--- src/hdl/assert_macros.svh ---
// Assertion macros shared by the neuron update RTL.
// Each use expands to one labeled concurrent assertion reporting through $error.
`ifndef ASSERT_MACROS_SVH
`define ASSERT_MACROS_SVH

// Checked on every rising edge, disabled while the reset is high.
`define SNU_ASSERT(lbl, clk, rst, prop, msg) \
   lbl: assert property (@(posedge clk) disable iff (rst) (prop)) else $error(msg);

// Checked on every rising edge, reset included.
`define SNU_ASSERT_ALWAYS(lbl, clk, prop, msg) \
   lbl: assert property (@(posedge clk) (prop)) else $error(msg);

`endif

--- src/hdl/snu_pkg.sv ---
// ---------------------------------------------------------------------------
// snu_pkg
// Types, constants and fixed-point helpers of the spiking neuron update block.
// ---------------------------------------------------------------------------
package snu_pkg;

   localparam int NEURONS     = 1024;
   localparam int ADDR_W      = $clog2(NEURONS);
   localparam int IDX_W       = 10;
   localparam int CNT_W       = 11;
   localparam int CSR_IDX_W   = 3;
   localparam int CSR_DATA_W  = 16;
   localparam int PIPE_STAGES = 10;

   // Q12.12 state constants
   localparam logic signed [23:0] V_RESET    = -24'sd266240;
   localparam logic signed [23:0] U_INIT     = -24'sd53248;
   localparam logic signed [23:0] FIRE_LEVEL = 24'sd122880;
   localparam logic signed [27:0] LIN_BIAS   = 28'sd573440;

   // fractional coefficients
   localparam logic [15:0]        C004     = 16'd41943;
   localparam logic signed [16:0] C02      = 17'sd13107;
   localparam logic [15:0]        C095     = 16'd62259;
   localparam logic [15:0]        TR_POT   = 16'd6554;
   localparam logic [15:0]        TR_DEP   = 16'd7864;
   localparam logic [62:0]        ROUND_SQ = 63'h0000_0000_8000_0000;

   typedef enum logic [CSR_IDX_W-1:0] {
      CSR_EXCIT_COUNT = 3'd0,
      CSR_RATE_EXC    = 3'd1,
      CSR_RATE_INH    = 3'd2,
      CSR_JUMP_EXC    = 3'd3,
      CSR_JUMP_INH    = 3'd4
   } csr_index_type;

   typedef struct packed {
      logic [CNT_W-1:0] excit_count;
      logic [15:0]      rate_exc;
      logic [15:0]      rate_inh;
      logic [15:0]      jump_exc;
      logic [15:0]      jump_inh;
   } csr_type;

   typedef struct packed {
      logic signed [23:0] v;
      logic signed [23:0] u;
      logic [15:0]        p;
      logic [15:0]        q;
   } state_word_type;

   typedef struct packed {
      logic              en;
      logic [ADDR_W-1:0] addr;
   } mem_rd_type;

   typedef struct packed {
      logic              en;
      logic [ADDR_W-1:0] addr;
      state_word_type    data;
   } mem_wr_type;

   typedef struct packed {
      logic [IDX_W-1:0]   idx;
      logic [ADDR_W-1:0]  slot;
      logic               exc;
      logic               fired;
      logic signed [23:0] cur;
      logic signed [23:0] v;
      logic signed [23:0] u;
      logic [15:0]        p;
      logic [15:0]        q;
      logic signed [27:0] lin;
   } ctx_type;

   function automatic logic signed [23:0] sat24(input logic signed [47:0] x);
      logic signed [23:0] r;
      if (x > 48'sd8388607) begin
         r = 24'sh7FFFFF;
      end else if (x < -48'sd8388608) begin
         r = 24'sh800000;
      end else begin
         r = x[23:0];
      end
      return r;
   endfunction

   // 5v + 140 - u + I, the part of the increment without the square
   function automatic logic signed [27:0] lin_term(input logic signed [23:0] v,
                                                   input logic signed [23:0] u,
                                                   input logic signed [23:0] cur);
      logic signed [27:0] v5;
      v5 = (28'(v) <<< 2) + 28'(v);
      return v5 + LIN_BIAS - 28'(u) + 28'(cur);
   endfunction

   // add the rounded square term, halve by floor, saturate
   function automatic logic signed [23:0] v_next(input logic signed [23:0] v,
                                                 input logic [62:0] prod,
                                                 input logic signed [27:0] lin);
      logic signed [31:0] sum;
      logic signed [31:0] half;
      sum  = $signed({1'b0, prod[62:32]}) + 32'(lin);
      half = sum >>> 1;
      return sat24(48'(v) + 48'(half));
   endfunction

   function automatic logic [15:0] decay(input logic [15:0] t);
      logic [31:0] m;
      m = 32'(t) * 32'(C095) + 32'd32768;
      return m[31:16];
   endfunction

endpackage

--- src/hdl/snu_csr.sv ---
// ---------------------------------------------------------------------------
// snu_csr
// Configuration registers: excitatory count and the a and d parameters.
// ---------------------------------------------------------------------------
module snu_csr import snu_pkg::*; (
   input  logic                  clock,
   input  logic                  reset,
   input  logic                  csr_valid,
   output logic                  csr_ready,
   input  logic [CSR_IDX_W-1:0]  csr_index,
   input  logic [CSR_DATA_W-1:0] csr_data,
   output csr_type               cfg
);

   csr_type cfg_ff;

   always_ff @(posedge clock) begin
      if (reset) begin
         cfg_ff.excit_count <= CNT_W'(800);
         cfg_ff.rate_exc    <= 16'd1311;
         cfg_ff.rate_inh    <= 16'd6554;
         cfg_ff.jump_exc    <= 16'd32768;
         cfg_ff.jump_inh    <= 16'd8192;
      end else if (csr_valid) begin
         case (csr_index_type'(csr_index))
            CSR_EXCIT_COUNT: cfg_ff.excit_count <= csr_data[CNT_W-1:0];
            CSR_RATE_EXC:    cfg_ff.rate_exc    <= csr_data;
            CSR_RATE_INH:    cfg_ff.rate_inh    <= csr_data;
            CSR_JUMP_EXC:    cfg_ff.jump_exc    <= csr_data;
            CSR_JUMP_INH:    cfg_ff.jump_inh    <= csr_data;
            default: ;
         endcase
      end
   end

   assign csr_ready = 1'b1;
   assign cfg       = cfg_ff;

endmodule

--- config.mk ---
export PLATFORM = sky130hd
export DESIGN_NAME = snu_csr
export DESIGN_NICKNAME = d
export VERILOG_FILES = /design/src/hdl/assert_macros.svh /design/src/hdl/snu_pkg.sv /design/src/hdl/snu_csr.sv
export SDC_FILE = /design/constraint.sdc
export NUM_CORES = 1
export LEC_CHECK = 0
export CORE_MARGIN = 2
export CORE_UTILIZATION = 39
export DETAILED_ROUTE_END_ITERATION = 7
export DONT_BUFFER_PORTS = 1
export MAX_ROUTING_LAYER = met4
export PLACE_DENSITY = 0.61
export RECOVER_POWER = 50
export SLEW_MARGIN = 10
export SYNTH_ARGS = -nofsm -noshare
export SYNTH_HDL_FRONTEND = slang
export SYNTH_SLANG_ARGS = --single-unit
--- constraint.sdc ---
create_clock -name clock -period 1.2 [get_ports clock]
set_clock_uncertainty 0.2 [all_clocks]
set_input_delay 0.12 -clock clock [delete_from_list [all_inputs] [get_ports clock]]
set_output_delay 0.12 -clock clock [all_outputs]
set_load 0.02 [all_outputs]
# Word level (Yosys, flattened, before mapping)
# Cells that the tools add are included.
# word_totals
ff_bits	75
in_bits	22
elab_cells	15
output_inout_bits	76
# classes
n_reduce_logical	6
n_eq_ne	4
# ops
operator	n
AND reduction 2 bit	5
== test 3 x 2 -> 1 bit (second input constant)	2
== test 3 x 1 -> 1 bit (second input constant)	1
== test 3 bit (second input constant)	1
zero test 3 bit	1

# Depth between registers and ports, before layout
# Gate-level depths: netlist of the first run.
# logic_depth
word_depth	2
ltp_mapped	5
ltp_nobuf	2

# Worst setup path after synthesis of the first run
# No wires, ideal clock.
# synth_timing
kind	input -> register
startpoint	input port csr_index[0]
endpoint	register cfg_ff, in the netlist cfg[72]
setup_ns	0.123
arrival_ns	0.925
stages	3
n_path_buf	1
required_ns	0.877
slack_ns	-0.048
cell_sequence	or4b_4 > buf_6 > mux2i_1
# synth_via
elab_chain_len	2
# synth_rtl
element	line	source
start: declaration	snu_csr.sv:10	input logic [CSR_IDX_W-1:0] csr_index,
zero test 3 bit	snu_csr.sv:25	case (csr_index_type'(csr_index))
AND reduction 2 bit (no line)	n/a	
end: declaration	snu_csr.sv:15	csr_type cfg_ff;
# No other way between the ends.
# A chain may end at the register's enable or synchronous reset.

# Worst setup path in the final report of the first run
# layout_timing
startpoint	register cfg_ff, in the netlist cfg[0]
endpoint	output port cfg[0] (netlist bit)
# layout_lines
element	line	source
end: declaration	snu_csr.sv:12	output csr_type cfg
# No word-level cell between the ends.

==> results of run 1 <==
## what timing repair did
item	CTS	global route
setup endpoints to repair	0	3
endpoints found under the hold margin	75	75
hold buffers	12	1
gates resized for setup	0	3
## cell usage after synthesis, drive strengths merged
cell | number | share of area, %
buf | 13 | 2.6
dfxtp | 75 | 50
nand4bb | 2 | 0.75
nand2b | 72 | 15
and4bb | 2 | 0.83
conb | 1 | 0.12
mux2i | 75 | 25
nand4b | 1 | 0.29
clkbuf | 8 | 0.99
and4b | 1 | 0.37
or4b | 1 | 0.46
nor2 | 33 | 4.1
## layout make-up
type	instances	area [µm²]	area share [%]
Sequential cell	75	1510	38.5
Multi-Input combinational cell	188	1410	36.1
Timing Repair Buffer	86	703	18.0
Clock buffer	12	145	3.72
Tap cell	102	128	3.27
Clock inverter	3	15.0	0.384
## power by group through the flow
| stage | registers [W] | logic (W) | clock network (W) |
|---|---|---|---|
| detailed placement | 0.00264 | 0.000366 | 0 |
| global route | 0.00258 | 0.000432 | 0.00184 |
| global placement | 0.00263 | 0.000361 | 0 |
| CTS | 0.00258 | 0.000404 | 0.00170 |
| floorplan | 0.00270 | 0.000218 | 0 |
| finish | 0.00258 | 0.000401 | 0.00166 |
## worst max-delay path by stage
| stage | start | to | slack, ns | cells past startpoint |
|---|---|---|---|---|
| CTS | cfg[73]$_SDFFE_PP1P_ | cfg[73] | 0.02 | 1 |
| global placement | csr_index[0] | cfg[72]$_SDFFE_PP1P_ | -0.07 | 2 |
| detailed placement | csr_index[0] | cfg[73]$_SDFFE_PP1P_ | -0.09 | 2 |
| floorplan | csr_index[0] | cfg[72]$_SDFFE_PP1P_ | -0.05 | 3 |
| global route | cfg[54]$_SDFFE_PP0P_ | cfg[54] | 0.0007 | 1 |
| finish | cfg[0]$_SDFFE_PP0P_ | cfg[0] | 0.04 | 1 |
## per-stage QoR
| stage | setup slack, ns | power (W) | cell area [µm²] | TNS [ns] |
|---|---|---|---|---|
| detailed placement | -0.0894 | 0.00300 | 3610 | -0.835 |
| global route | 0.000695 | 0.00485 | 3910 | 0 |
| floorplan | -0.0481 | 0.00291 | 3020 | -0.453 |
| CTS | 0.0249 | 0.00469 | 3890 | 0 |
| finish | 0.0446 | 0.00464 | 3910 | 0 |
| global placement | -0.0693 | 0.00300 | 3610 | -0.706 |
## kinds of logic after synthesis
| family | Yosys count | share of synthesized area [%] |
|---|---|---|
| other | 1 | 0.124 |
| muxes | 75 | 24.9 |
| and+or+nand+nor | 112 | 21.7 |
| DFF | 75 | 49.7 |
| buffers and inverters | 21 | 3.60 |
## per-layer routing
metal	share of wire (%)	vias up	GRT usage, %
met5	0	-	-
met4	0.85	0	4.48
met3	4.5	4	4.11
met2	47	55	26.5
met1	48	1029	23.3
li1	-	1082	-
## cells in the final DEF (no fill, tap or decap)
cell type	instances
nor2_1	33
and4b_2	1
dfxtp_2	3
and4bb_1	1
mux2i_1	75
nand4b_1	1
clkinv_2	3
dlygate4sd3_1	13
clkbuf_1	2
buf_12	2
conb_1	1
and4bb_2	1
buf_4	71
nand2b_1	72
nand4bb_1	2
dfxtp_1	72
clkbuf_8	10
or4b_4	1
==> out/qor.yml, run 1 <==
switching_share_pct: 23.8
critical_path_buf_inv_count: 1
end_kind: "primary output"
routed-via-count: 2170
cts_max_level: 3
cts_tree: "done"
layout.cells.non_filler: 466
switching_power_w: 0.00111
netlist_instances: 284
fin_crit_ns: 1.16
yosysWarnings: 0
cts_root_buf: "clkbuf_8"
pwr-share-clk_pct: 35.8
synthesis.area_um2: 3020
min_path_cells: 2
post-route-period-util_pct: 96.3
p_per_area_nw_per_um2: 1190
die_height_um: 92.0
rows: 32
cts_setup_buffers: 0
num_io_pins: 98
num-nets-final: 382
hold_path.class: "primary input to flip-flop"
cts_made_buffers: 9
holdWs_ns: -0.239
cp_max_fo: 2
critPathRequiredTime_ns: 0.88
crit_arrival_ns: 0.84
overflow: 0
cts.sinks: 75
drt_first_pass_iters: 4
die_area_um2: 8460
status: "finished with violations"
num_antenna_cells: 0
dp.final_hpwl_mm: 4.72
pwr-share-seq_pct: 55.6
clk_pin_slew_ns: 0.07
groute.usage.overall_pct: 17.4
area_growth_pct: 29.3
place_congestion: 0.779
worst_hold_path.endpoint: "cfg[39]$_SDFFE_PP1P_"
antenna_found_initial: 0
path_class: "flip-flop to primary output"
path_delay_family: "flip-flops"
max-cap-violations: 0
reg2reg_slack_ns: 0.25
grt_max_degree: 106
worst_setup_path_start_kind: "flip-flop"
drcViolationCount: 0
dpl.cell_count: 438
vdd_drop_max_mv: 0.639
clock_latency_ns: 0.33
cp_slowest_cell: "dfxtp_1"
r2r_cells: 2
grt_pass1_wl_mm: 11.1
synth.distinct_cells: 15
ant_nets: 0
rsz0062_at_grt: "false"
core_region_area_um2: 7610
seq_area_frac_synth_pct: 49.7
finalSetupViolCount: 0
final_util_pct: 51.3
die_w_um: 92.0
path_cells: "buf_4"
drt-initial-drc-count: 96
syn_nets: 306
drv_slew: 0
grt_pass1_vias: 2141
fill_cells: 714
combPwrFrac_pct: 8.6
r2r-end: "cfg[52]$_SDFFE_PP1P_"
largest_register_ffs: 75
violations: "hold timing"
syn_area_per_cell_um2: 10.6
vias_per_cell: 4.66
numPortBuffers: 0
final-hold-violation-count: 75
synth_seq_cells: 75
holdCritStartpoint: "csr_data[7]"
drive_above_1_share_pct: 25.3
r2r-start: "cfg[52]$_SDFFE_PP1P_"
finalWirelength_mm: 6.92
wire_per_inst_um: 14.8
p_leak_nw: 1.83
p_int_w: 0.00354
max_stage_delay_ns: 0.35
fmax_ghz: 0.866
clock_path_buffers: 2
start_util_pct: 39.7
(Power assumes the default switching activity.)
==> run 2: changes to the inputs <==
CORE_ASPECT_RATIO = 0.6   (was default)
==> out/qor.yml, run 2 (synthesis gave the netlist of run 1 again) <==
crit_arrival_ns: 0.84  # about the same
path_delay_family: "flip-flops"
finalSetupViolCount: 0  # unchanged
holdWs_ns: -0.231  # +0.00853 ns
antenna_found_initial: 0  # unchanged
p_int_w: 0.00426  # +20%
pwr-share-seq_pct: 47.4  # -8.2 points
p_per_area_nw_per_um2: 1360  # +14%
routed-via-count: 2197  # +1.2%
place_congestion: 0.718  # -7.8%
p_leak_nw: 1.88  # +2.9%
cts_max_level: 3  # unchanged
core_region_area_um2: 7390  # -2.9%
cts_resized: 0  # unchanged
fmax_ghz: 0.860  # -0.62%
area_growth_pct: 33.1
die_height_um: 72.2  # -22%
status: "finished with violations"
clock_path_buffers: 2  # unchanged
drt-initial-drc-count: 68  # -29%
fill_cells: 704  # -1.4%
ant_nets: 0  # unchanged
wire_per_inst_um: 15.7  # +6.0%
post-route-period-util_pct: 96.9  # +0.60 points
cts_made_buffers: 9  # unchanged
holdCritStartpoint: "reset"
start_util_pct: 40.9  # +1.2 points
critPathRequiredTime_ns: 0.88  # about the same
max-cap-violations: 0  # unchanged
num-nets-final: 382  # unchanged
fin_crit_ns: 1.16  # +0.00725 ns
dp.final_hpwl_mm: 5.01  # +6.1%
rows: 24  # -25%
final-hold-violation-count: 75  # unchanged
critical_path_buf_inv_count: 1  # unchanged
max_stage_delay_ns: 0.36  # about the same
grt_max_degree: 106  # unchanged
grt_pass1_vias: 2055  # -4.0%
rsz0062_at_grt: "false"
vdd_drop_max_mv: 0.633  # -0.87%
switching_power_w: 0.00119  # +7.9%
hold_path.class: "primary input to flip-flop"
crit_start: "cfg[7]$_SDFFE_PP0P_"
clock_latency_ns: 0.33  # about the same
drt_first_pass_iters: 4  # unchanged
switching_share_pct: 21.9  # -1.9 points
grt_pass1_wl_mm: 11.3  # +1.4%
drv_slew: 0  # unchanged
cts.sinks: 75  # unchanged
multi_input_area_um2: 1410  # unchanged
mostFrequentLayoutCells: "mux2i_1, dfxtp_1, nand2b_1, buf_4, nor2_1"
drive_above_1_share_pct: 24.4  # -0.89 points
groute.usage.overall_pct: 18.2  # +0.84 points
cts_root_buf: "clkbuf_16"
largest_register_ffs: 75  # unchanged
num_antenna_cells: 0  # unchanged
final_util_pct: 54.4  # +3.1 points
path_class: "flip-flop to primary output"
worst_setup_path_start_kind: "flip-flop"
regArea_um2: 1500  # -0.25%
cp_slowest_cell: "dfxtp_1"
num_io_pins: 98  # unchanged
path_cells: "buf_4"
violations: "hold timing"
cp_max_fo: 2  # unchanged
vias_per_cell: 4.68  # +0.60%
die_w_um: 118  # +28%
overflow: 0  # unchanged
combPwrFrac_pct: 7.5  # -1.1 points
die_area_um2: 8490  # +0.26%
end_kind: "primary output"
finalWirelength_mm: 7.38  # +6.7%
pwr-share-clk_pct: 45.1  # +9.3 points
r2r-start: "cfg[49]$_SDFFE_PP1P_"
clk_pin_slew_ns: 0.05  # -0.02 ns
drcViolationCount: 0  # unchanged
cts_tree: "done"
numPortBuffers: 0  # unchanged
==> run 2: worst reg2reg max path, delay by kind of cell, from the launching register on <==
kind             cells  cell delay [ns]
DFF                  1             0.46
muxes                1             0.15
and+or+nand+nor      1             0.08
==> run 2: layout make-up <==
type	instances	share of cell area, %
Clock buffer	14	6.57
Tap cell	104	3.24
Clock inverter	2	0.249
Timing Repair Buffer	86	17.5
Sequential cell	75	37.4
Multi-Input combinational cell	188	35.1
==> run 2: stage by stage <==
step / instances / setup slack, ns / TNS [ns] / area, µm² / total power [W]
finish: 469 / 0.0373 / 0 / 4020 / 0.00545
global route: 469 / 0.00276 / 0 / 4020 / 0.00567
CTS: 464 / 0.0309 / 0 / 3970 / 0.00551
detailed placement: 440 / -0.0908 / -0.839 / 3610 / 0.00300
global placement: 440 / -0.0755 / -0.737 / 3610 / 0.00300
floorplan: 284 / -0.0481 / -0.453 / 3020 / 0.00291
==> run 2: path summary, 6_finish.rpt <==
check             cells after the start  slack [ns]                    to
setup / recovery                      1        0.04                cfg[7]
hold / removal                        2       -0.23  cfg[58]$_SDFFE_PP1P_
setup reg to reg                      2        0.23  cfg[49]$_SDFFE_PP1P_
hold reg to reg                       2        0.27  cfg[57]$_SDFFE_PP0P_
==> run 2: metal layers <==
metal,share of wire [%],global-route usage [%],up-vias
li1,-,-,1094
met1,52,25.2,1028
met2,41,24.0,66
met3,6.3,7.31,9
met4,0.92,5.62,0
met5,0,-,-
==> run 2: repair_timing <==
item	4_1_cts	5_1_grt
endpoints found under the hold margin	75	75
setup buffers	0	0
hold buffers	8	5
==> run 2: power groups by stage <==
stage	Clock, W	Sequential (W)	Combinational (W)
after global placement	0	0.00264	0.000363
after global routing	0.00265	0.00259	0.000433
after floorplan	0	0.00270	0.000218
final	0.00246	0.00258	0.000408
after detailed placement	0	0.00264	0.000367
after CTS	0.00254	0.00258	0.000394
