===== src/hdl/assert_macros.svh =====
// Assertion macros shared by the neuron update RTL.
// Each use expands to one labeled concurrent assertion reporting through $error.
`ifndef ASSERT_MACROS_SVH
`define ASSERT_MACROS_SVH

// Checked on every rising edge, disabled while the reset is high.
`define SNU_ASSERT(lbl, clk, rst, prop, msg) \
   lbl: assert property (@(posedge clk) disable iff (rst) (prop)) else $error(msg);

// Checked on every rising edge, reset included.
`define SNU_ASSERT_ALWAYS(lbl, clk, prop, msg) \
   lbl: assert property (@(posedge clk) (prop)) else $error(msg);

`endif


===== src/hdl/snu_ram.sv =====
// ---------------------------------------------------------------------------
// snu_ram
// Generic single-write, single-read RAM with a registered read port.
// ---------------------------------------------------------------------------
module snu_ram #(
   parameter int  WIDTH = 8,
   parameter int  DEPTH = 16,
   localparam int AW    = $clog2(DEPTH)
) (
   input  logic             clock,
   input  logic             we,
   input  logic [AW-1:0]    waddr,
   input  logic [WIDTH-1:0] wdata,
   input  logic             re,
   input  logic [AW-1:0]    raddr,
   output logic [WIDTH-1:0] rdata
);

   logic [WIDTH-1:0] mem_ff [DEPTH];
   logic [WIDTH-1:0] rdata_ff;

   always_ff @(posedge clock) begin
      if (we) begin
         mem_ff[waddr] <= wdata;
      end
      if (re) begin
         rdata_ff <= mem_ff[raddr];
      end
   end

   assign rdata = rdata_ff;

endmodule


===== config.mk =====
export PLATFORM = sky130hd
export DESIGN_NAME = snu_ram
export DESIGN_NICKNAME = d
export VERILOG_FILES = /design/src/hdl/assert_macros.svh /design/src/hdl/snu_ram.sv
export SDC_FILE = /design/constraint.sdc
export NUM_CORES = 1
export LEC_CHECK = 0
export ABC_AREA = 1
export BUFFER_PORTS_ARGS = -buffer_cell sky130_fd_sc_hd__buf_2
export CAP_MARGIN = 20
export CORE_MARGIN = 2
export CORE_UTILIZATION = 61
export CTS_CLUSTER_DIAMETER = 60
export DETAILED_ROUTE_END_ITERATION = 10
export MAX_ROUTING_LAYER = met4
export PLACE_DENSITY = 0.89
export SETUP_SLACK_MARGIN = 0.02
export SLEW_MARGIN = 20
export SYNTH_ARGS = -nofsm -noshare
export SYNTH_HDL_FRONTEND = slang
export SYNTH_SLANG_ARGS = --single-unit

===== constraint.sdc =====
create_clock -name clock -period 3 [get_ports clock]
set_clock_uncertainty 0.2 [all_clocks]
set_input_delay 0.6 -clock clock [delete_from_list [all_inputs] [get_ports clock]]
set_output_delay 0.6 -clock clock [all_outputs]
set_load 0.05 [all_outputs]

Word-level counts from Yosys, hierarchy flattened
Memories as Yosys holds them, arrays and structs flattened. A register that Yosys moved wholly into a read port is not among the register bits. Cells that the tools add are included.

Multiplexer cells: 2.

Operator list (number): $mux W1 (2).

Memories kept: 1. Output and inout port bits: 8. Register bits after elaboration: 0. Input port bits: 19. Memory bits (writable): 128. Logic and storage cells: 3.

Memories: mem_ff (depth 16, width 8, rd ports 1, clocked after Yosys merged registers in 1, write ports 1, line snu_ram.sv:19) `logic [WIDTH-1:0] mem_ff [DEPTH];`.

Logic depth before layout (Yosys ltp)
Gate-level depths: netlist of the first run.

Word-level depth: 2. Mapped depth: 8.

Worst setup path before layout of the first run
Ideal clock, no wire load.

Path kind: input -> register. Start point: input waddr[2]. End point: memory mem_ff[10][0] (enable). Cell stages on the path: 2. Data arrival time: 1181 ps. Setup time: 370 ps. Data required time: 2430 ps. Path slack: 1249 ps. Cell sequence: nand3b_1 -> nor2_1.

RTL lines: from (decl) (line snu_ram.sv:12) `input logic [AW-1:0] waddr,`; to (decl) (line snu_ram.sv:19).

Straight into the memory's write port.

==> results of run 1 <==
worst max path at each step:
stage / from / slack, ps / cells past startpoint / end
2_1_floorplan: waddr[2] / 1250 / 2 / mem_ff[10][0]
3_3_place_gp: raddr[1] / 560 / 6 / rdata[7]
3_5_place_dp: raddr[1] / 490 / 6 / rdata[6]
4_1_cts: rdata[7] / 1020 / 1 / rdata[7]
5_1_grt: raddr[1] / 900 / 6 / rdata[5]
6_report: raddr[1] / 940 / 6 / rdata[1]
placed cells by master, fill, tap and decap left out, types with 3 or more instances in the layout:
cell type,instances
sky130_fd_sc_hd__clkbuf_16,16
sky130_fd_sc_hd__clkinvlp_4,5
sky130_fd_sc_hd__nor2_1,17
sky130_fd_sc_hd__buf_2,26
sky130_fd_sc_hd__nand2_1,173
sky130_fd_sc_hd__clkinv_4,3
sky130_fd_sc_hd__edfxtp_1,136
sky130_fd_sc_hd__nand3_1,97
sky130_fd_sc_hd__inv_1,100
per-stage QoR:
stage | setup slack, ps | instance area (um^2)
6_report | 944 | 6570
3_3_place_gp | 564 | 6000
2_1_floorplan | 1250 | 5850
5_1_grt | 903 | 6570
3_5_place_dp | 494 | 6000
4_1_cts | 1020 | 6570
metal layers:
layer	up-vias	GRT usage
li1	1828	-
met1	1885	0.373
met2	346	0.456
met3	68	0.0636
met4	0	0.154
met5	-	-
power by group through the flow:
stage | Combinational (uW) | Clock [uW] | Sequential (uW)
floorplan | 150 | 0 | 2220
global placement | 266 | 0 | 2190
finish | 284 | 2000 | 2160
global route | 306 | 2080 | 2160
CTS | 278 | 1990 | 2160
detailed placement | 273 | 0 | 2190
area by class of cell:
type	instances	share of cell area
clock inverter	14	0.0230
sequential	136	0.622
timing repair buffer	28	0.0240
multi-input combinational	289	0.185
clock buffer	18	0.0636
inverter	102	0.0583
tap	129	0.0246
state kept, by name (all words and copies together), names as in the netlist:
name,flops
mem_ff,128
rdata,8
cell families (layout without fill, tap and decap cells):
| group | count (synthesis) | after routing | share of synthesized area |
|---|---|---|---|
| flops | 136 | 136 | 0.698 |
| simple gates | 289 | 289 | 0.208 |
| buf+inv | 126 | 162 | 0.0939 |
==> impl_summary.txt, run 1 <==
----------------------------------------------------
[Logic synthesis]
  Syn Std Cell Area ... slightly below 6000 um^2
  Primary flip-flop cell chosen by synthesis mapping ... sky130_fd_sc_hd__edfxtp_1
  Register area share after synthesis ... 0.698
  Syn avg cell area ... 10.6 um^2
  Async set or reset register ratio after synthesis ... 0
  Synthesized netlist net count ... 570
  Fraction of post-synthesis cell area in the top cell type by area ... 0.698
  Syn Inst Count ... roughly 550
  Most frequent cells after synthesis ... 173 x sky130_fd_sc_hd__nand2_1, 136 x sky130_fd_sc_hd__edfxtp_1, 100 x sky130_fd_sc_hd__inv_1
  Largest area contributor in the synthesized netlist ... sky130_fd_sc_hd__edfxtp_1
  Cell types with the largest area share after synthesis ... sky130_fd_sc_hd__edfxtp_1 70%, sky130_fd_sc_hd__nand2_1 11%, sky130_fd_sc_hd__nand3_1 8.3%
  Count of flip-flops with a built-in enable after synthesis ... between 100 and 150
  Count of state elements after synthesis ... 136
  Synthesis Warnings ... 0
  Most numerous cell in the Yosys netlist ... sky130_fd_sc_hd__nand2_1
  Library cells used by synthesis ... 11

[Finish]
  Cell Count, Final, Fillers Out ... ~720
  Combined area of the multi-input logic cells ... approximately 1200 um^2
  Antenna diodes ... 0
  Fillers ... slightly above 600
  Fraction of layout instances using a drive strength above 1 ... 0.104
  Flip-flop and latch area ... 4080 um^2
  Area added between synthesis and finish ... 12.3%
  Post-route core utilization ... 0.708
  Net total in the final layout ... 593

[Timing]
  Achievable Freq ... 486 MHz
  Part of the cycle the worst path needs ... 0.685
  Max-slew headroom ... 0.433
  Post-route setup TNS ... 0 ps
  Setup-failing EPs final ... 0
  Final min period ... roughly 2100 ps
  Transition time of the tightest slew-check pin ... around 850 ps
  Final Hold Violating Endpoints ... 0
  Min Hold Slack ... 250 ps
  Fin. max-slew vios ... 0
  Setup repair after global routing missed its margin ... false

[GRT]
  Initial antenna violation count ... 0
  Total grt overflow ... 0
  First-pass GRT wire length ... 21,500 um
  Pin count of the biggest net entering global routing ... 65
  GRT Overall Usage ... 0.296
  Number of global-route vias before repair ... 4,126

[Setup path]
  Crit-path most repeated cell ... sky130_fd_sc_hd__nand3_1
  Top Family by Delay on Critical Path ... buffers and inverters
  Worst EP arrival ... 2120 ps
  Longest individual stage delay on the worst path ... between 500 and 600 ps
  Depth of the worst register-to-register path ... 6
  Worst flop-to-flop path startpoint ... mem_ff[6][5]
  Largest fanout on the critical path ... 33
  Register-to-register setup slack ... about 1600 ps
  WP data required ... between 3000 and 4000 ps
  Cell chain of the critical path ... buf_2 > inv_2 > nand3_1 > nand3_1 > nand3_1 > nand2_1
  Worst r2r dst ... rdata[5]
  Launching element type of the critical path ... primary input
  Critical Path Slowest Stage Cell ... sky130_fd_sc_hd__buf_2
  Crit path capture type ... register
  Buffers plus inverters on the worst setup path ... 2
  Startpoint-to-endpoint class of the critical path ... primary input to register

[Pwr]
  Static Leakage ... between 0.002 and 0.003 uW
  Switching part of the total ... 0.235
  Post-route total power ... 4440 uW
  Clock network fraction of total power ... 0.450
  Internal Power ... 3390 uW
  Sequential share of power ... 0.486
  Power per cell area ... approximately 680 nW/um^2
  Maximum resistive drop on vdd ... ~0.6 mV
  Logic pwr share ... 0.064
  Sw power ... 1040 uW

[CTS]
  H-tree depth ... 4
  Clock root buffer ... sky130_fd_sc_hd__clkbuf_8
  CTS sink cnt ... ~140
  Hold buffer count at CTS ... 0
  Number of buffers inserted by post-CTS setup repair ... 0
  Total CTS buffers ... 17
  CTS tree ... yes
  Largest buffer count on any clock path ... 2
  Post-cts resize count ... 0
  Post-CTS clock slew at the launch and capture registers of the worst setup and hold paths ... roughly 60 ps
  Clk_lat worst skew ... roughly 520 ps

[Floorplan]
  I/O pin total ... 27
  Initial cell density of the core ... 0.630
  Die Height ... around 100 um
  Number of cell rows ... 35
  Area of the core region ... between 9000 and 10,000 um^2
  DIE AREA ... 10,400 um^2
  Die Width ... ~100 um

[Routing]
  Number of detailed-route iterations in the first pass ... 8
  Met3 wire length ... about 1300 um
  Post-detailed-route via-to-cell ratio ... 5.76
  Sum of routed wire length over all layers ... 13,700 um
  Antenna viol nets, final ... 0
  Routed WL per cell ... about 19 um
  Iter 0 DRT Violations ... between 700 and 800
  Total via count after detailed routing ... between 4,000 and 5,000
  Detailed-route wire length on metal 1 ... slightly above 5000 um
  Max Used Layer ... met4
  Drc violations ... 0
  Met2 Routed Length ... about 6600 um

[Status]
  Status ... complete, no violations

[Hold path]
  Count of cells along the worst hold path ... 1
  Hold wc startpoint ... re
  Hold Crit Endpoint ... rdata[0]
  Min-Delay Path Class ... primary input to register

[Placement]
  Final Wtd Congestion ... around 0.94
  Detailed Place HPWL ... just over 8000 um
  Total of buffers placed on input and output ports ... 26
  Number of instances in the placed design ... approximately 700

[Job]
  Max-cap violation count ... 0

----------------------------------------------------
(Power assumes the default switching activity.)
==> run 2: changes to the inputs <==
Settings changed: ABC_AREA 1 to 0, CORE_UTILIZATION 61 to 60, PLACE_DENSITY 0.89 to 0.88.
Clock period 3 ns to 2.1 ns, I/O delays scaled along.
==> run 2 against run 1 <==
  * Utilization rose by 1.3 points
  * Total power rose by 39%
  * Design area fell by 5.8%
  * Critical path depth fell by 3
  * Sequential power rose by 42%
  * Largest power group unchanged
==> impl_summary.txt, run 2 <==
----------------------------------------------------
[Setup path]
  Launching element type of the critical path ... register (was primary input)
  Register-to-register setup slack ... 280 ps (was 1590 ps)
  Largest fanout on the critical path ... 1 (was 33)
  Worst flop-to-flop path startpoint ... mem_ff[1][5] (was mem_ff[6][5])
  WP data required ... 2160 ps (was 3070 ps)
  Depth of the worst register-to-register path ... 3 (was 6)
  Worst r2r dst ... rdata[5] (unchanged)
  Crit path capture type ... register (unchanged)
  Worst EP arrival ... 1890 ps (was 2120 ps)
  Startpoint-to-endpoint class of the critical path ... register to register (was primary input to register)

[CTS]
  Clock root buffer ... sky130_fd_sc_hd__clkbuf_8 (unchanged)
  CTS sink cnt ... 136 (unchanged)
  Post-cts resize count ... 0 (unchanged)
  H-tree depth ... 4 (unchanged)
  Total CTS buffers ... 17 (unchanged)
  Largest buffer count on any clock path ... 2 (unchanged)
  Clk_lat worst skew ... 520 ps (about the same)
  Post-CTS clock slew at the launch and capture registers of the worst setup and hold paths ... 60 ps (about the same)
  Hold buffer count at CTS ... 0 (unchanged)
  CTS tree ... yes (unchanged)
  Number of buffers inserted by post-CTS setup repair ... 0 (unchanged)

[Logic synthesis]
  Library cells used by synthesis ... 18 (was 11)
  Cell types with the largest area share after synthesis ... sky130_fd_sc_hd__edfxtp_1 78%, sky130_fd_sc_hd__mux4_2 7.8%, sky130_fd_sc_hd__mux4_1 7.0% (was sky130_fd_sc_hd__edfxtp_1 70%, sky130_fd_sc_hd__nand2_1 11%, sky130_fd_sc_hd__nand3_1 8.3%)
  Async set or reset register ratio after synthesis ... 0 (unchanged)
  Count of state elements after synthesis ... 136 (unchanged)
  Register area share after synthesis ... 0.781 (was 0.698)
  Syn Std Cell Area ... 5230 um^2 (was 5850 um^2)
  Primary flip-flop cell chosen by synthesis mapping ... sky130_fd_sc_hd__edfxtp_1 (unchanged)
  Count of flip-flops with a built-in enable after synthesis ... 136 (unchanged)
  Syn Inst Count ... 229 (was 551)
  Most numerous cell in the Yosys netlist ... sky130_fd_sc_hd__edfxtp_1 (was sky130_fd_sc_hd__nand2_1)
  Most frequent cells after synthesis ... 136 x sky130_fd_sc_hd__edfxtp_1, 18 x sky130_fd_sc_hd__mux4_2, 16 x sky130_fd_sc_hd__a22oi_1 (was 173 x sky130_fd_sc_hd__nand2_1, 136 x sky130_fd_sc_hd__edfxtp_1, 100 x sky130_fd_sc_hd__inv_1)
  Synthesis Warnings ... 0 (unchanged)
  Largest area contributor in the synthesized netlist ... sky130_fd_sc_hd__edfxtp_1 (unchanged)
  Synthesized netlist net count ... 248 (was 570)
  Fraction of post-synthesis cell area in the top cell type by area ... 0.781 (was 0.698)
  Syn avg cell area ... 22.8 um^2 (was 10.6 um^2)

[Routing]
  Total via count after detailed routing ... 2,565 (was 4,127)
  Drc violations ... 0 (unchanged)
  Sum of routed wire length over all layers ... 9780 um (was 13,700 um)
  Number of detailed-route iterations in the first pass ... 7 (was 8)
  Iter 0 DRT Violations ... 278 (was 752)
  Routed WL per cell ... 24.0 um (was 19.1 um)
  Post-detailed-route via-to-cell ratio ... 6.29 (was 5.76)
  Antenna viol nets, final ... 0 (unchanged)

[GRT]
  GRT Overall Usage ... 0.231 (was 0.296)
  Number of global-route vias before repair ... 2,573 (was 4,126)
  Total grt overflow ... 0 (unchanged)
  Pin count of the biggest net entering global routing ... 33 (was 65)
  First-pass GRT wire length ... 15,000 um (was 21,500 um)
  Initial antenna violation count ... 0 (unchanged)

[Timing]
  Transition time of the tightest slew-check pin ... 359 ps (was 848 ps)
  Final Hold Violating Endpoints ... 0 (unchanged)
  Setup repair after global routing missed its margin ... false (unchanged)
  Part of the cycle the worst path needs ... 0.869
  Achievable Freq ... around 550 MHz
  Worst path setup slack after routing ... 275 ps (was 944 ps)
  Setup-failing EPs final ... 0 (unchanged)
  Fin. max-slew vios ... 0 (unchanged)
  Max-slew headroom ... 0.761 (was 0.433)
  Final min period ... approximately 1800 ps

[Floorplan]
  DIE AREA ... 9480 um^2 (was 10,400 um^2)
  Die Width ... 97.3 um (was 102 um)
  Number of cell rows ... 34 (was 35)
  Die Height ... 97.3 um (was 102 um)
  Area of the core region ... 8590 um^2 (was 9280 um^2)
  I/O pin total ... 27 (unchanged)
  Initial cell density of the core ... 0.608 (was 0.630)

[Placement]
  Detailed Place HPWL ... 6150 um (was 8170 um)
  Final Wtd Congestion ... 0.804 (was 0.936)
  Number of instances in the placed design ... 376 (was 684)
  Minimum setup slack after placement ... -116 ps (was 494 ps)
  Total of buffers placed on input and output ports ... 26 (unchanged)
  Total placed instance area ... 5620 um^2 (was 6000 um^2)

[Finish]
  Fillers ... 493 (was 615)
  Flip-flop and latch area ... 4080 um^2 (unchanged)
  Area added between synthesis and finish ... 18.4% (was 12.3%)
  Most frequent standard cell in the layout excluding fill and tap cells ... sky130_fd_sc_hd__edfxtp_1 (was sky130_fd_sc_hd__nand2_1)
  Post-route design area ... 6190 um^2 (was 6570 um^2)
  Commonest non-fill, non-tap cells in the layout ... 136 x sky130_fd_sc_hd__edfxtp_1, 26 x sky130_fd_sc_hd__buf_2, 20 x sky130_fd_sc_hd__buf_4 (was 173 x sky130_fd_sc_hd__nand2_1, 136 x sky130_fd_sc_hd__edfxtp_1, 100 x sky130_fd_sc_hd__inv_1)
  Net total in the final layout ... 306 (was 593)
  Largest register by flop count ... mem_ff (unchanged)
  Max reg flops ... 128 (unchanged)
  Antenna diodes ... 0 (unchanged)
  Combined area of the multi-input logic cells ... 1060 um^2 (was 1210 um^2)
  Cell Count, Final, Fillers Out ... 408 (was 716)
  Fraction of layout instances using a drive strength above 1 ... 0.333 (was 0.104)

[Hold path]
  Count of cells along the worst hold path ... 1 (unchanged)
  Hold Crit Endpoint ... rdata[3] (was rdata[0])
  Hold wc startpoint ... re (unchanged)
  Min-Delay Path Class ... primary input to register (unchanged)

[Job]
  Max-cap violation count ... 0 (unchanged)

[Pwr]
  Power per cell area ... 999 nW/um^2 (was 675 nW/um^2)
  Maximum resistive drop on vdd ... 0.711 mV (was 0.599 mV)
  Static Leakage ... 0.00211 uW (was 0.00281 uW)

[Status]
  Status ... complete, no violations (unchanged)

----------------------------------------------------
==> run 2: per-stage QoR <==
| stage | utilization | power (uW) | TNS (ps) | hold WS [ps] |
|---|---|---|---|---|
| after detailed placement | 0.654 | 3460 | -423 | 535 |
| after CTS | 0.720 | 6220 | 0 | 52.6 |
| after global placement | 0.654 | 3440 | -301 | 523 |
| after floorplan | - | 3330 | 0 | 319 |
| final | 0.720 | 6180 | 0 | 67.5 |
| after global routing | 0.720 | 6350 | 0 | 55.6 |
==> run 2: how the worst max path moves through the flow <==
stage,endpoint,cells after the start,start
2_1_floorplan,rdata[1],5,raddr[0]
3_3_place_gp,rdata[3],5,raddr[0]
3_5_place_dp,rdata[5],5,raddr[0]
4_1_cts,rdata[5],3,mem_ff[1][5]
5_1_grt,rdata[5],3,mem_ff[1][5]
6_report,rdata[5],3,mem_ff[1][5]
==> run 2: final cells by class <==
cell class / count / area share
Clock buffer: 17 / 0.0669
Timing Repair Buffer: 49 / 0.0550
Tap cell: 108 / 0.0218
Clock inverter: 15 / 0.0249
Multi-Input combinational cell: 83 / 0.172
Sequential cell: 136 / 0.660
==> run 2: cells by family (layout without fill, tap and decap cells) <==
kind of cell	Yosys count	count (layout)	synth area share
buf+inv	10	81	0.0165
compound gates	16	16	0.0230
flops	136	136	0.781
simple gates	35	35	0.0314
mux	32	32	0.148
==> run 2: per-layer routing <==
layer | global-route usage | share of wire
met1 | 0.303 | 0.39
met5 | - | 0
met3 | 0.0504 | 0.068
met2 | 0.354 | 0.51
met4 | 0.112 | 0.023
==> run 2: where the power goes <==
part           leakage, uW  internal (uW)  total, uW  switching, uW
Combinational     0.000609            127        331            204
Clock             0.000260           1690       2780           1090
Sequential         0.00124           3060       3070           15.7
==> run 2: critical path: stages, from the launching register on <==
cell	delay, ps
sky130_fd_sc_hd__edfxtp_1	390
sky130_fd_sc_hd__mux4_1	560
sky130_fd_sc_hd__a22oi_1	320
sky130_fd_sc_hd__nand2_1	100
==> run 3: changes to the inputs <==
Clock period 2.1 ns to 1.69 ns, I/O delays scaled along.
==> run 3 against run 2 <==
  * Utilization is 2.8 points higher
  * Setup slack worse by 260 ps
  * Clock-buffer cell count up 1
  * Final cell count grew 2.7%
  * Die area unchanged
  * Worst hold slack worse by 48 ps
  * Non-clock buffer count is 11 higher
  * Largest power group unchanged
==> impl_summary.txt, run 3 (synthesis gave the netlist of run 2 again) <==
----------------------------------------------------
[Status]
  Status ... complete, no violations (unchanged)

[Placement]
  Detailed Place HPWL ... 6410 um (was 6150 um)
  Total of buffers placed on input and output ports ... 26 (unchanged)
  Final Wtd Congestion ... 0.801 (was 0.804)
  Total placed instance area ... 5690 um^2 (was 5620 um^2)
  Minimum setup slack after placement ... -404 ps (was -116 ps)

[Timing]
  Final Hold Violating Endpoints ... 0 (unchanged)
  Final min period ... between 1500 and 2000 ps
  Worst path setup slack after routing ... 12.6 ps (was 275 ps)
  Setup-failing EPs final ... 0 (unchanged)
  Part of the cycle the worst path needs ... 0.993
  Setup repair after global routing missed its margin ... true (was false)
  Achievable Freq ... between 500 and 600 MHz
  Transition time of the tightest slew-check pin ... 977 ps (was 359 ps)
  Fin. max-slew vios ... 0 (unchanged)
  Max-slew headroom ... 0.347 (was 0.761)

[Floorplan]
  DIE AREA ... 9480 um^2 (unchanged)
  Die Height ... 97.3 um (unchanged)
  Number of cell rows ... 34 (unchanged)
  I/O pin total ... 27 (unchanged)
  Die Width ... 97.3 um (unchanged)
  Area of the core region ... 8590 um^2 (unchanged)
  Initial cell density of the core ... 0.608 (unchanged)

[Setup path]
  Top Family by Delay on Critical Path ... flip-flops (was multiplexers)
  Critical Path Slowest Stage Cell ... sky130_fd_sc_hd__edfxtp_1 (was sky130_fd_sc_hd__mux4_1)
  Longest individual stage delay on the worst path ... 440 ps (was 560 ps)
  Crit path capture type ... output port (was register)
  Register-to-register setup slack ... 20 ps (was 280 ps)
  WP data required ... 1150 ps (was 2160 ps)
  Buffers plus inverters on the worst setup path ... 1 (was 0)
  Worst EP arrival ... 1140 ps (was 1890 ps)
  Launching element type of the critical path ... register (unchanged)
  Startpoint-to-endpoint class of the critical path ... register to output port (was register to register)
  Largest fanout on the critical path ... 1 (unchanged)
  Cell chain of the critical path ... buf_6 (was mux4_1 > a22oi_1 > nand2_1)

[Finish]
  Commonest non-fill, non-tap cells in the layout ... 136 x sky130_fd_sc_hd__edfxtp_1, 29 x sky130_fd_sc_hd__mux4_2, 21 x sky130_fd_sc_hd__buf_4 (was 136 x sky130_fd_sc_hd__edfxtp_1, 26 x sky130_fd_sc_hd__buf_2, 20 x sky130_fd_sc_hd__buf_4)
  Max reg flops ... 128 (unchanged)
  Largest register by flop count ... mem_ff (unchanged)
  Post-route core utilization ... 0.748 (was 0.720)
  Flip-flop and latch area ... 4080 um^2 (unchanged)
  Area added between synthesis and finish ... 23.0% (was 18.4%)
  Net total in the final layout ... 317 (was 306)
  Post-route design area ... 6430 um^2 (was 6190 um^2)
  Most frequent standard cell in the layout excluding fill and tap cells ... sky130_fd_sc_hd__edfxtp_1 (unchanged)
  Fraction of layout instances using a drive strength above 1 ... 0.421 (was 0.333)
  Fillers ... 457 (was 493)
  Combined area of the multi-input logic cells ... 1100 um^2 (was 1060 um^2)
  Antenna diodes ... 0 (unchanged)

[Routing]
  Post-detailed-route via-to-cell ratio ... 6.21 (was 6.29)
  Routed WL per cell ... 26.2 um (was 24.0 um)
  Iter 0 DRT Violations ... 244 (was 278)
  Sum of routed wire length over all layers ... 11,000 um (was 9780 um)
  Total via count after detailed routing ... 2,601 (was 2,565)
  Number of detailed-route iterations in the first pass ... 4 (was 7)
  Antenna viol nets, final ... 0 (unchanged)
  Drc violations ... 0 (unchanged)

[Pwr]
  Static Leakage ... 0.00215 uW (was 0.00211 uW)
  Internal Power ... 6120 uW (was 4870 uW)
  Sw power ... 1710 uW (was 1310 uW)
  Switching part of the total ... 0.218 (was 0.212)
  Logic pwr share ... 0.062 (was 0.053)
  Maximum resistive drop on vdd ... 0.801 mV (was 0.711 mV)
  Power per cell area ... 1220 nW/um^2 (was 999 nW/um^2)
  Sequential share of power ... 0.490 (was 0.497)
  Clock network fraction of total power ... 0.448 (was 0.449)

[CTS]
  Largest buffer count on any clock path ... 2 (unchanged)
  Total CTS buffers ... 17 (unchanged)
  CTS tree ... yes (unchanged)
  H-tree depth ... 4 (unchanged)
  Clk_lat worst skew ... 520 ps (about the same)
  CTS sink cnt ... 136 (unchanged)
  Post-CTS clock slew at the launch and capture registers of the worst setup and hold paths ... 60 ps (about the same)
  Number of buffers inserted by post-CTS setup repair ... 0 (unchanged)
  Clock root buffer ... sky130_fd_sc_hd__clkbuf_8 (unchanged)

[Job]
  Max-cap violation count ... 0 (unchanged)

[GRT]
  First-pass GRT wire length ... 16,700 um (was 15,000 um)
  Total grt overflow ... 0 (unchanged)
  Pin count of the biggest net entering global routing ... 20 (was 33)
  Initial antenna violation count ... 0 (unchanged)
  GRT Overall Usage ... 0.264 (was 0.231)
  Number of global-route vias before repair ... 2,728 (was 2,573)

[Hold path]
  Min-Delay Path Class ... primary input to register (unchanged)

----------------------------------------------------
-- run 3: changes by cell type in the layout (fill, tap and decap cells not counted), sizes merged --
| cell | delta |
|---|---|
| clkinv | +2 |
| buf | +4 |
| clkinvlp | -2 |
| clkbuf | +1 |
| dlygate4sd3 | +7 |
| inv | -1 |
-- run 3: routing by layer --
layer | track usage | up-vias | wire length, um
li1 | - | 1110 | -
met2 | 0.404 | 132 | 5750
met4 | 0.0983 | 0 | 223
met5 | - | - | 0
met1 | 0.353 | 1337 | 4300
met3 | 0.0655 | 22 | 719
-- run 3: what timing repair did --
item / 4_1_cts / 5_1_grt
resized for setup: 15 / 14
hold buffers: 7 / 0
endpoints found under the hold margin: 96 / 0
endpoints found under the setup margin: 9 / 14
pin swaps: 0 / 2
-- run 3: layout make-up --
type,count,share of cell area
Timing Repair Buffer,60,0.0835
Tap cell,108,0.0210
Sequential cell,136,0.635
Clock inverter,14,0.0237
Multi-Input combinational cell,83,0.171
Clock buffer,18,0.0650
-- run 3: worst paths after layout --
check,start,end,cells past startpoint
hold / removal,wdata[4],mem_ff[2][4],1
hold reg to reg,mem_ff[12][3],rdata[3],3
setup / recovery,rdata[6],rdata[6],1
setup reg to reg,mem_ff[11][2],rdata[2],3
-- run 3: power groups by stage --
stage	Sequential (uW)	Combinational (uW)	Clock, uW
after global placement	3890	417	0
after detailed placement	3900	432	0
after floorplan	3940	211	0
after global routing	3840	515	3700
final	3830	485	3510
after CTS	3830	471	3540
-- run 3: metrics by stage --
stage                     TNS, ps  instances  hold WS (ps)  power, uW
final                           0        419          19.3       7820
after global routing        -47.8        419          5.39       8050
after CTS                   -28.0        419          2.83       7840
after detailed placement    -3590        380           524       4330
after global placement      -3170        380           519       4310
after floorplan              -421        229           237       4150
